[src/hdl/mbd_pkg.sv]
// mbd_pkg: shared types, constants and codes of the multi-button debouncer
// used by mbd_lane, mbd_merge and multi_button_debounce; depends on nothing

package mbd_pkg;

   // fixed field widths
   localparam int LANE_MAX       = 16;
   localparam int TIME_W         = 32;
   localparam int DEBOUNCE_W     = 16;
   localparam int CSR_INDEX_W    = 2;
   localparam int CSR_DATA_W     = 16;

   // defaults for the top-level parameters
   localparam int NUM_BUTTONS_DEF = 16;
   localparam int TIME_BITS_DEF   = 32;

   // register reset values
   localparam logic [DEBOUNCE_W-1:0] DEBOUNCE_RESET    = 16'd20;
   localparam logic [LANE_MAX-1:0]   ACTIVE_MASK_RESET = 16'hFF0F;

   // register indexes
   localparam logic [CSR_INDEX_W-1:0] CSR_DEBOUNCE_TIME = 2'd0;
   localparam logic [CSR_INDEX_W-1:0] CSR_ACTIVE_MASK   = 2'd1;

   // debouncer phases
   typedef enum logic [1:0] {
      PH_IDLE    = 2'd0,
      PH_PRESS   = 2'd1,
      PH_HELD    = 2'd2,
      PH_RELEASE = 2'd3
   } phase_type;

   // one scan
   typedef struct packed {
      logic [LANE_MAX-1:0] pin_levels;
      logic [TIME_W-1:0]   time_now;
   } req_type;

   // one result
   typedef struct packed {
      logic [LANE_MAX-1:0] held_state;
      logic [LANE_MAX-1:0] new_presses;
   } rsp_type;

   // what one lane reports for the scan it just took
   typedef struct packed {
      logic held;
      logic fresh;
   } lane_result_type;

endpackage

[src/hdl/mbd_lane.sv]
// mbd_lane: one four-phase time-stamp debouncer for a single button
// depends on mbd_pkg for the phase enum and the lane result struct

module mbd_lane #(
   parameter int TIME_BITS = mbd_pkg::TIME_BITS_DEF
) (
   input  logic                               clock,
   input  logic                               reset,
   input  logic                               accept,
   input  logic                               pin_level,
   input  logic                               press_level,
   input  logic [mbd_pkg::DEBOUNCE_W-1:0]     debounce_time,
   input  logic [TIME_BITS-1:0]               time_now,
   output mbd_pkg::lane_result_type           result
);

   localparam int CMP_BITS = (TIME_BITS > mbd_pkg::DEBOUNCE_W) ? TIME_BITS
                                                               : mbd_pkg::DEBOUNCE_W;

   mbd_pkg::phase_type     phase_ff, phase_in;
   logic [TIME_BITS-1:0]   stamp_ff, stamp_in;
   logic [TIME_BITS-1:0]   elapsed;
   logic                   pressed;
   logic                   enough;

   // pin at its active level
   assign pressed = (pin_level == press_level);

   // wrapping elapsed time against the debounce time
   assign elapsed = time_now - stamp_ff;
   assign enough  = (CMP_BITS'(elapsed) >= CMP_BITS'(debounce_time));

   // next phase and time stamp
   always_comb begin
      phase_in = phase_ff;
      stamp_in = stamp_ff;
      if (accept) begin
         case (phase_ff)
            mbd_pkg::PH_IDLE: begin
               if (pressed) begin
                  stamp_in = time_now;
                  phase_in = mbd_pkg::PH_PRESS;
               end
            end
            mbd_pkg::PH_PRESS: begin
               if (!pressed) begin
                  phase_in = mbd_pkg::PH_IDLE;
               end else if (enough) begin
                  phase_in = mbd_pkg::PH_HELD;
               end
            end
            mbd_pkg::PH_HELD: begin
               if (!pressed) begin
                  stamp_in = time_now;
                  phase_in = mbd_pkg::PH_RELEASE;
               end
            end
            mbd_pkg::PH_RELEASE: begin
               if (pressed) begin
                  phase_in = mbd_pkg::PH_HELD;
               end else if (enough) begin
                  phase_in = mbd_pkg::PH_IDLE;
               end
            end
            default: begin
               phase_in = mbd_pkg::PH_IDLE;
            end
         endcase
      end
   end

   // lane outputs: the pressed flag is set exactly in held and release check
   always_comb begin
      result.held  = (phase_in == mbd_pkg::PH_HELD) || (phase_in == mbd_pkg::PH_RELEASE);
      result.fresh = accept && (phase_ff == mbd_pkg::PH_PRESS) && pressed && enough;
   end

   // phase register
   always_ff @(posedge clock) begin
      if (reset) begin
         phase_ff <= mbd_pkg::PH_IDLE;
      end else begin
         phase_ff <= phase_in;
      end
   end

   // time stamp, written before it is ever read
   always_ff @(posedge clock) begin
      stamp_ff <= stamp_in;
   end

endmodule

[src/hdl/mbd_merge.sv]
// mbd_merge: packs the lane results into one result word and buffers it
// in an output register plus a skid stage; depends on mbd_pkg

module mbd_merge #(
   parameter int NUM_BUTTONS = mbd_pkg::NUM_BUTTONS_DEF
) (
   input  logic                      clock,
   input  logic                      reset,
   input  logic                      accept,
   input  mbd_pkg::lane_result_type  lane_res [NUM_BUTTONS],
   output logic                      req_stall,
   output logic                      rsp_valid,
   input  logic                      rsp_stall,
   output mbd_pkg::rsp_type          rsp_data
);

   mbd_pkg::rsp_type packed_res;
   mbd_pkg::rsp_type out_ff, out_in;
   mbd_pkg::rsp_type skid_ff, skid_in;
   logic             out_valid_ff, out_valid_in;
   logic             skid_valid_ff, skid_valid_in;

   // button i lands at bit 15-i, unused buttons read zero
   for (genvar i = 0; i < mbd_pkg::LANE_MAX; i++) begin : g_pack
      if (i < NUM_BUTTONS) begin : g_used
         assign packed_res.held_state[mbd_pkg::LANE_MAX-1-i]  = lane_res[i].held;
         assign packed_res.new_presses[mbd_pkg::LANE_MAX-1-i] = lane_res[i].fresh;
      end else begin : g_unused
         assign packed_res.held_state[mbd_pkg::LANE_MAX-1-i]  = 1'b0;
         assign packed_res.new_presses[mbd_pkg::LANE_MAX-1-i] = 1'b0;
      end
   end

   // output register and skid stage steering
   always_comb begin
      out_in        = out_ff;
      out_valid_in  = out_valid_ff;
      skid_in       = skid_ff;
      skid_valid_in = skid_valid_ff;
      if (!out_valid_ff || !rsp_stall) begin
         if (skid_valid_ff) begin
            out_in        = skid_ff;
            out_valid_in  = 1'b1;
            skid_valid_in = 1'b0;
         end else begin
            out_in       = packed_res;
            out_valid_in = accept;
         end
      end else if (accept) begin
         skid_in       = packed_res;
         skid_valid_in = 1'b1;
      end
   end

   // valid flags
   always_ff @(posedge clock) begin
      if (reset) begin
         out_valid_ff  <= 1'b0;
         skid_valid_ff <= 1'b0;
      end else begin
         out_valid_ff  <= out_valid_in;
         skid_valid_ff <= skid_valid_in;
      end
   end

   // result payloads
   always_ff @(posedge clock) begin
      out_ff  <= out_in;
      skid_ff <= skid_in;
   end

   assign req_stall = skid_valid_ff;
   assign rsp_valid = out_valid_ff;
   assign rsp_data  = out_ff;

`ifndef SYNTHESIS
   // the skid stage only fills behind a waiting result
   assert property (@(posedge clock) disable iff (reset)
      skid_valid_ff |-> out_valid_ff)
      else $error("skid stage full while output register empty");

   // the skid stage fills only when the result side stalled
   assert property (@(posedge clock) disable iff (reset)
      $rose(skid_valid_ff) |-> $past(rsp_stall))
      else $error("skid stage filled without a stall");

   // a newly confirmed press is always also held
   assert property (@(posedge clock) disable iff (reset)
      out_valid_ff |-> ((out_ff.new_presses & ~out_ff.held_state) == '0))
      else $error("new press reported for a button not held");
`endif

endmodule

[src/hdl/multi_button_debounce.sv]
// multi_button_debounce: sixteen-lane button debouncer, top level
// the result of a scan is registered in the output register, or in the skid stage while the output is stalled
// throughput: one scan per cycle while req_stall is low, set by the per-lane phase and stamp registers
// a two-deep output buffer keeps scans flowing while one result is stalled
// reset (synchronous): all lanes idle and released, buffers empty,
// debounce time 20 ms and active-level mask 0xFF0F

module multi_button_debounce #(
   parameter int NUM_BUTTONS = mbd_pkg::NUM_BUTTONS_DEF,
   parameter int TIME_BITS   = mbd_pkg::TIME_BITS_DEF
) (
   input  logic                               clock,
   input  logic                               reset,
   input  logic                               req_valid,
   output logic                               req_stall,
   input  mbd_pkg::req_type                   req_data,
   output logic                               rsp_valid,
   input  logic                               rsp_stall,
   output mbd_pkg::rsp_type                   rsp_data,
   input  logic                               csr_wen,
   input  logic [mbd_pkg::CSR_INDEX_W-1:0]    csr_index,
   input  logic [mbd_pkg::CSR_DATA_W-1:0]     csr_wdata
);

   logic [mbd_pkg::DEBOUNCE_W-1:0] debounce_ff, debounce_in;
   logic [mbd_pkg::LANE_MAX-1:0]   active_ff, active_in;
   logic                           accept;
   logic [TIME_BITS-1:0]           time_now;
   mbd_pkg::lane_result_type       lane_res [NUM_BUTTONS];

   // configuration writes, unknown indexes ignored
   always_comb begin
      debounce_in = debounce_ff;
      active_in   = active_ff;
      if (csr_wen) begin
         case (csr_index)
            mbd_pkg::CSR_DEBOUNCE_TIME: debounce_in = csr_wdata;
            mbd_pkg::CSR_ACTIVE_MASK:   active_in   = csr_wdata;
            default: ;
         endcase
      end
   end

   always_ff @(posedge clock) begin
      if (reset) begin
         debounce_ff <= mbd_pkg::DEBOUNCE_RESET;
         active_ff   <= mbd_pkg::ACTIVE_MASK_RESET;
      end else begin
         debounce_ff <= debounce_in;
         active_ff   <= active_in;
      end
   end

   // scan transfer
   assign accept   = req_valid && !req_stall;
   assign time_now = req_data.time_now[TIME_BITS-1:0];

   // one debouncer per button
   for (genvar i = 0; i < NUM_BUTTONS; i++) begin : g_lane
      mbd_lane #(
         .TIME_BITS (TIME_BITS)
      ) u_lane (
         .clock         (clock),
         .reset         (reset),
         .accept        (accept),
         .pin_level     (req_data.pin_levels[i]),
         .press_level   (active_ff[i]),
         .debounce_time (debounce_ff),
         .time_now      (time_now),
         .result        (lane_res[i])
      );
   end

   // pack and buffer the result
   mbd_merge #(
      .NUM_BUTTONS (NUM_BUTTONS)
   ) u_merge (
      .clock     (clock),
      .reset     (reset),
      .accept    (accept),
      .lane_res  (lane_res),
      .req_stall (req_stall),
      .rsp_valid (rsp_valid),
      .rsp_stall (rsp_stall),
      .rsp_data  (rsp_data)
   );

endmodule

[config.mk]
export PLATFORM = sky130hd
export DESIGN_NAME = multi_button_debounce
export DESIGN_NICKNAME = d
export VERILOG_FILES = /design/src/hdl/mbd_pkg.sv /design/src/hdl/mbd_lane.sv /design/src/hdl/mbd_merge.sv /design/src/hdl/multi_button_debounce.sv
export SDC_FILE = /design/constraint.sdc
export NUM_CORES = 2
export LEC_CHECK = 0
export CAP_MARGIN = 20
export CORE_ASPECT_RATIO = 0.6
export CORE_MARGIN = 2
export CORE_UTILIZATION = 55
export CTS_BUF_LIST = sky130_fd_sc_hd__clkbuf_4 sky130_fd_sc_hd__clkbuf_8
export CTS_CLUSTER_DIAMETER = 100
export DETAILED_ROUTE_END_ITERATION = 8
export DONT_BUFFER_PORTS = 1
export HOLD_SLACK_MARGIN = 0.15
export PLACE_DENSITY = 0.74
export SETUP_SLACK_MARGIN = 0.3
export SLEW_MARGIN = 20
export SYNTH_ARGS = -nofsm -noshare
export SYNTH_HDL_FRONTEND = slang
export SYNTH_HIERARCHICAL = 1
export SYNTH_SLANG_ARGS = --single-unit
[constraint.sdc]
create_clock -name clock -period 16.9 [get_ports clock]
set_clock_uncertainty 0.2 [all_clocks]
set_input_delay 3.38 -clock clock [delete_from_list [all_inputs] [get_ports clock]]
set_output_delay 3.38 -clock clock [all_outputs]
set_load 0.01 [all_outputs]
==> results.md <==
• outcome: completed
• CTS root buf: clkbuf_8
• area share of the leading cell type in the synthesized netlist: 28.5%
• antenna-violating nets left: 0
• gr ovfl total: 0
• clock-pin transition on the worst setup and hold timing paths: 0.06 ns
• final routed wirelength across all metal layers: 199000 microns
• Tot Pwr: 0.00547 W
• number of buffers between clock root and the deepest sink: 3
• warnings from Yosys: 6
• post-detailed-route wirelength per cell: 23.4 microns
• HPWL after detailed placement: 135000 microns
• total power divided by cell area: 84.8 nW/um^2
• total vias in the final route: 54100
• die extent in y: 261 microns
• initial standard-cell utilization of the core: 55.4%
• wire length of the first global-routing pass: 296000 microns
• clock tree from TritonCTS: yes
• max-capacitance violation count: 0
• fin. max-slew vios: 0
• pin count of the biggest net entering global routing: 102
• reg2reg end: u_merge/rsp_data[19]$_DFFE_PP_
• global-route total usage across every layer: 34.1%
• number of hold buffers added after CTS: 0
• CP startpoint kind: primary input
• transition time at the pin with the least slew margin: 1.16 ns
• core footprint: 110000 sq um
• total area of sequential cells: 18600 sq um
• Max Fclk: 0.127 GHz
• required time of the worst setup path: 17.28 ns
• vias per cell: 6.38
• antenna violations before repair: 7
• count of cells along the worst register-to-register path: 21
• global routing usage on met1: 52.3%
• Cell Area, Synth: 60800 sq um
• dominant cells by area after synthesis: edfxtp_1 (28%), ha_1 (15%), a21oi_1 (5.6%), inv_1 (5.5%), nand2_1 (3.6%)
• fraction of layout instances using a drive strength above 1: 7.45%
• Cell Rows: 94
• library cell with the largest summed area after synthesis: edfxtp_1
• clk sinks: 642
• worst slew slack as a fraction of its limit: 22.6%
• met3 usage: 8.86%
• post-synthesis net count: 7729
• Setup crit end kind: flip-flop
• synthesized instance count: 6890
• router iterations before antenna repair: 7
• final estimated routing congestion in global placement: 0.992
• post-cts sizing count: 0
• final hold viol count: 0
• Total Negative Setup Slacks: 0 ns
• proportion of synthesized chip area in sequential cells: 30.6%
• final critical-path required period: 7.90 ns
• fill cell count: 9706
• relative area change from synthesis to final layout: 6.17%
• reg-to-reg critical path startpoint: g_lane[12].u_lane/stamp_ff[10]$_DFFE_PP_
• final count of negative-setup-slack endpoints: 0
• predominant post-synthesis flop cell: edfxtp_1
• peak fanout along the critical path: 32
• first-iteration detailed-routing DRC count: 6536
• IR Drop Worst-Case VDD: 62.9 uV
• hold path depth: 2
• end point of the worst hold path: active_ff[4]$_SDFFE_PP0P_
• Leak Pwr: 26.8 nW
• TritonCTS Buffers: 107
• depth of the CTS H-tree: 3
• share of flip-flops with an asynchronous set or reset: 0%
• met2 Use GR: 46.2%
• chip width: 433 microns
• vias in the first global route: 48100
• post-synthesis area per instance: 8.82 sq um
• Hold Startpoint: active_ff[4]$_SDFFE_PP0P_
• number of flip-flops and latches in the synthesized netlist: 642
• number of remaining DRC errors: 0
• class of the tightest hold or removal check: flip-flop to flip-flop
• number of placed I/O pins: 105
• worst-case register-to-register setup slack: 11.22 ns
• Critical Path AT: 8.28 ns
• crit path kind: primary input to flip-flop
• setup repair after global routing missed its margin: false
• number of buffer cells added on primary ports: 0
• area of combinational cells with multiple inputs: 38000 sq um
• most common cell after layout, fill and taps aside: inv_1
• unique cell type count in the Yosys netlist: 105
• Clock Latency Late Sink: 0.85 ns
• crit share post-route: 46.7%
• number of enable flip-flop cells after synthesis: 576
• number of buffers added for setup after CTS: 0
• layer with the highest usage after global routing: met1
• commonest non-fill, non-tap cells in the layout: inv_1 (891), ha_1 (752), a21oi_1 (680)
• die outline area: 113000 sq um
• number of nets at the end of the flow: 7730
## Yosys cell counts, drive strengths merged (50+ instances only)
cell type / number
a2111oi: 52
a211oi: 63
a21o: 139
a21oi: 739
a31oi: 57
buf: 97
clkbuf: 50
dfxtp: 66
edfxtp: 576
ha: 752
inv: 891
mux2i: 59
nand2: 579
nand2b: 76
nand3: 159
nand4: 154
nor2: 411
nor3: 136
o211ai: 99
o21a: 126
o21ai: 435
or3: 65
xnor2: 244
xor2: 107
## per-layer routing
metal / vias to the layer above / share of wire (%)
li1: 25300 / -
met1: 25600 / 47
met2: 2880 / 39
met3: 321 / 12
met4: 0 / 2.9
met5: - / 0
## state kept, by name, indices dropped and copies added (netlist names)
name,count
active_ff,16
g_lane.u_lane/stamp_ff,512
u_merge/req_stall,1
u_merge/rsp_data,32
u_merge/rsp_valid,1
debounce_ff,16
u_merge/skid_ff,32
g_lane.u_lane/phase_ff,32
## worst max path at each step
| stage | from | end | slack [ns] | cells past startpoint |
|---|---|---|---|---|
| global route | req_data[9] | u_merge/rsp_data[19]$_DFFE_PP_ | 8.85 | 20 |
| global placement | req_data[10] | u_merge/rsp_data[19]$_DFFE_PP_ | 8.25 | 20 |
| finish | req_data[8] | u_merge/rsp_data[19]$_DFFE_PP_ | 9.00 | 20 |
| CTS | req_data[10] | u_merge/rsp_data[19]$_DFFE_PP_ | 9.10 | 20 |
| detailed placement | req_data[10] | u_merge/rsp_data[19]$_DFFE_PP_ | 8.15 | 20 |
| floorplan | req_data[10] | u_merge/rsp_data[19]$_DFFE_PP_ | 8.75 | 21 |
## cells by family after synthesis
group                      Yosys count  synth area share, %
DFF                                642                 30.6
and+or+nand+nor                   1896                 15.6
muxes                               98                 1.89
AOI/OAI and AO/OA                 2097                 23.8
buffers and inverters             1038                 7.07
xor gates and xnor gates           351                 5.06
adders and majority gates          768                 16.0
## where the power goes
part	internal [W]	switching [W]	leakage [nW]
Combinational	0.000764	0.00122	19.6
Clock	0.000865	0.000732	1.26
Sequential	0.00185	0.0000436	5.98
Total	0.00348	0.00199	26.8
## worst max-delay path, cell delays in order
cell	delay, ns
ha_1	0.39
a21oi_1	0.27
o21ai_0	0.15
or2_2	0.30
nor2_1	0.20
nor2_1	0.11
nor2_1	0.17
xnor2_1	0.16
ha_1	0.27
a21o_1	0.16
a21o_1	0.17
a21oi_1	0.13
o21ai_0	0.08
or4_1	0.49
or4_1	0.56
nor4_2	0.18
nor4b_4	0.25
a31oi_2	0.20
mux2_4	0.34
mux2_4	0.26
## per-stage QoR
stage	hold slack, ns	instances	util [%]	area [sq um]	setup WS (ns)
5_1_grt	0.309	8476	58.9	64500	8.85
3_3_place_gp	0.270	8269	56.6	62100	8.25
6_report	0.287	8478	58.9	64500	9.00
2_1_floorplan	0.261	6890	-	60800	8.75
3_5_place_dp	0.273	8270	56.6	62100	8.15
4_1_cts	0.290	8471	58.8	64500	9.10
## final cells by class
type                       instances  share of cell area (%)
inverter                         891                    5.18
tap                             1488                    2.89
timing repair buffer              39                   0.454
clock inverter                    46                   0.723
antenna                            7                  0.0271
sequential                       642                    28.9
clock buffer                     155                    3.01
multi-input combinational       5210                    58.9
Power figures use the tool's default switching activity.
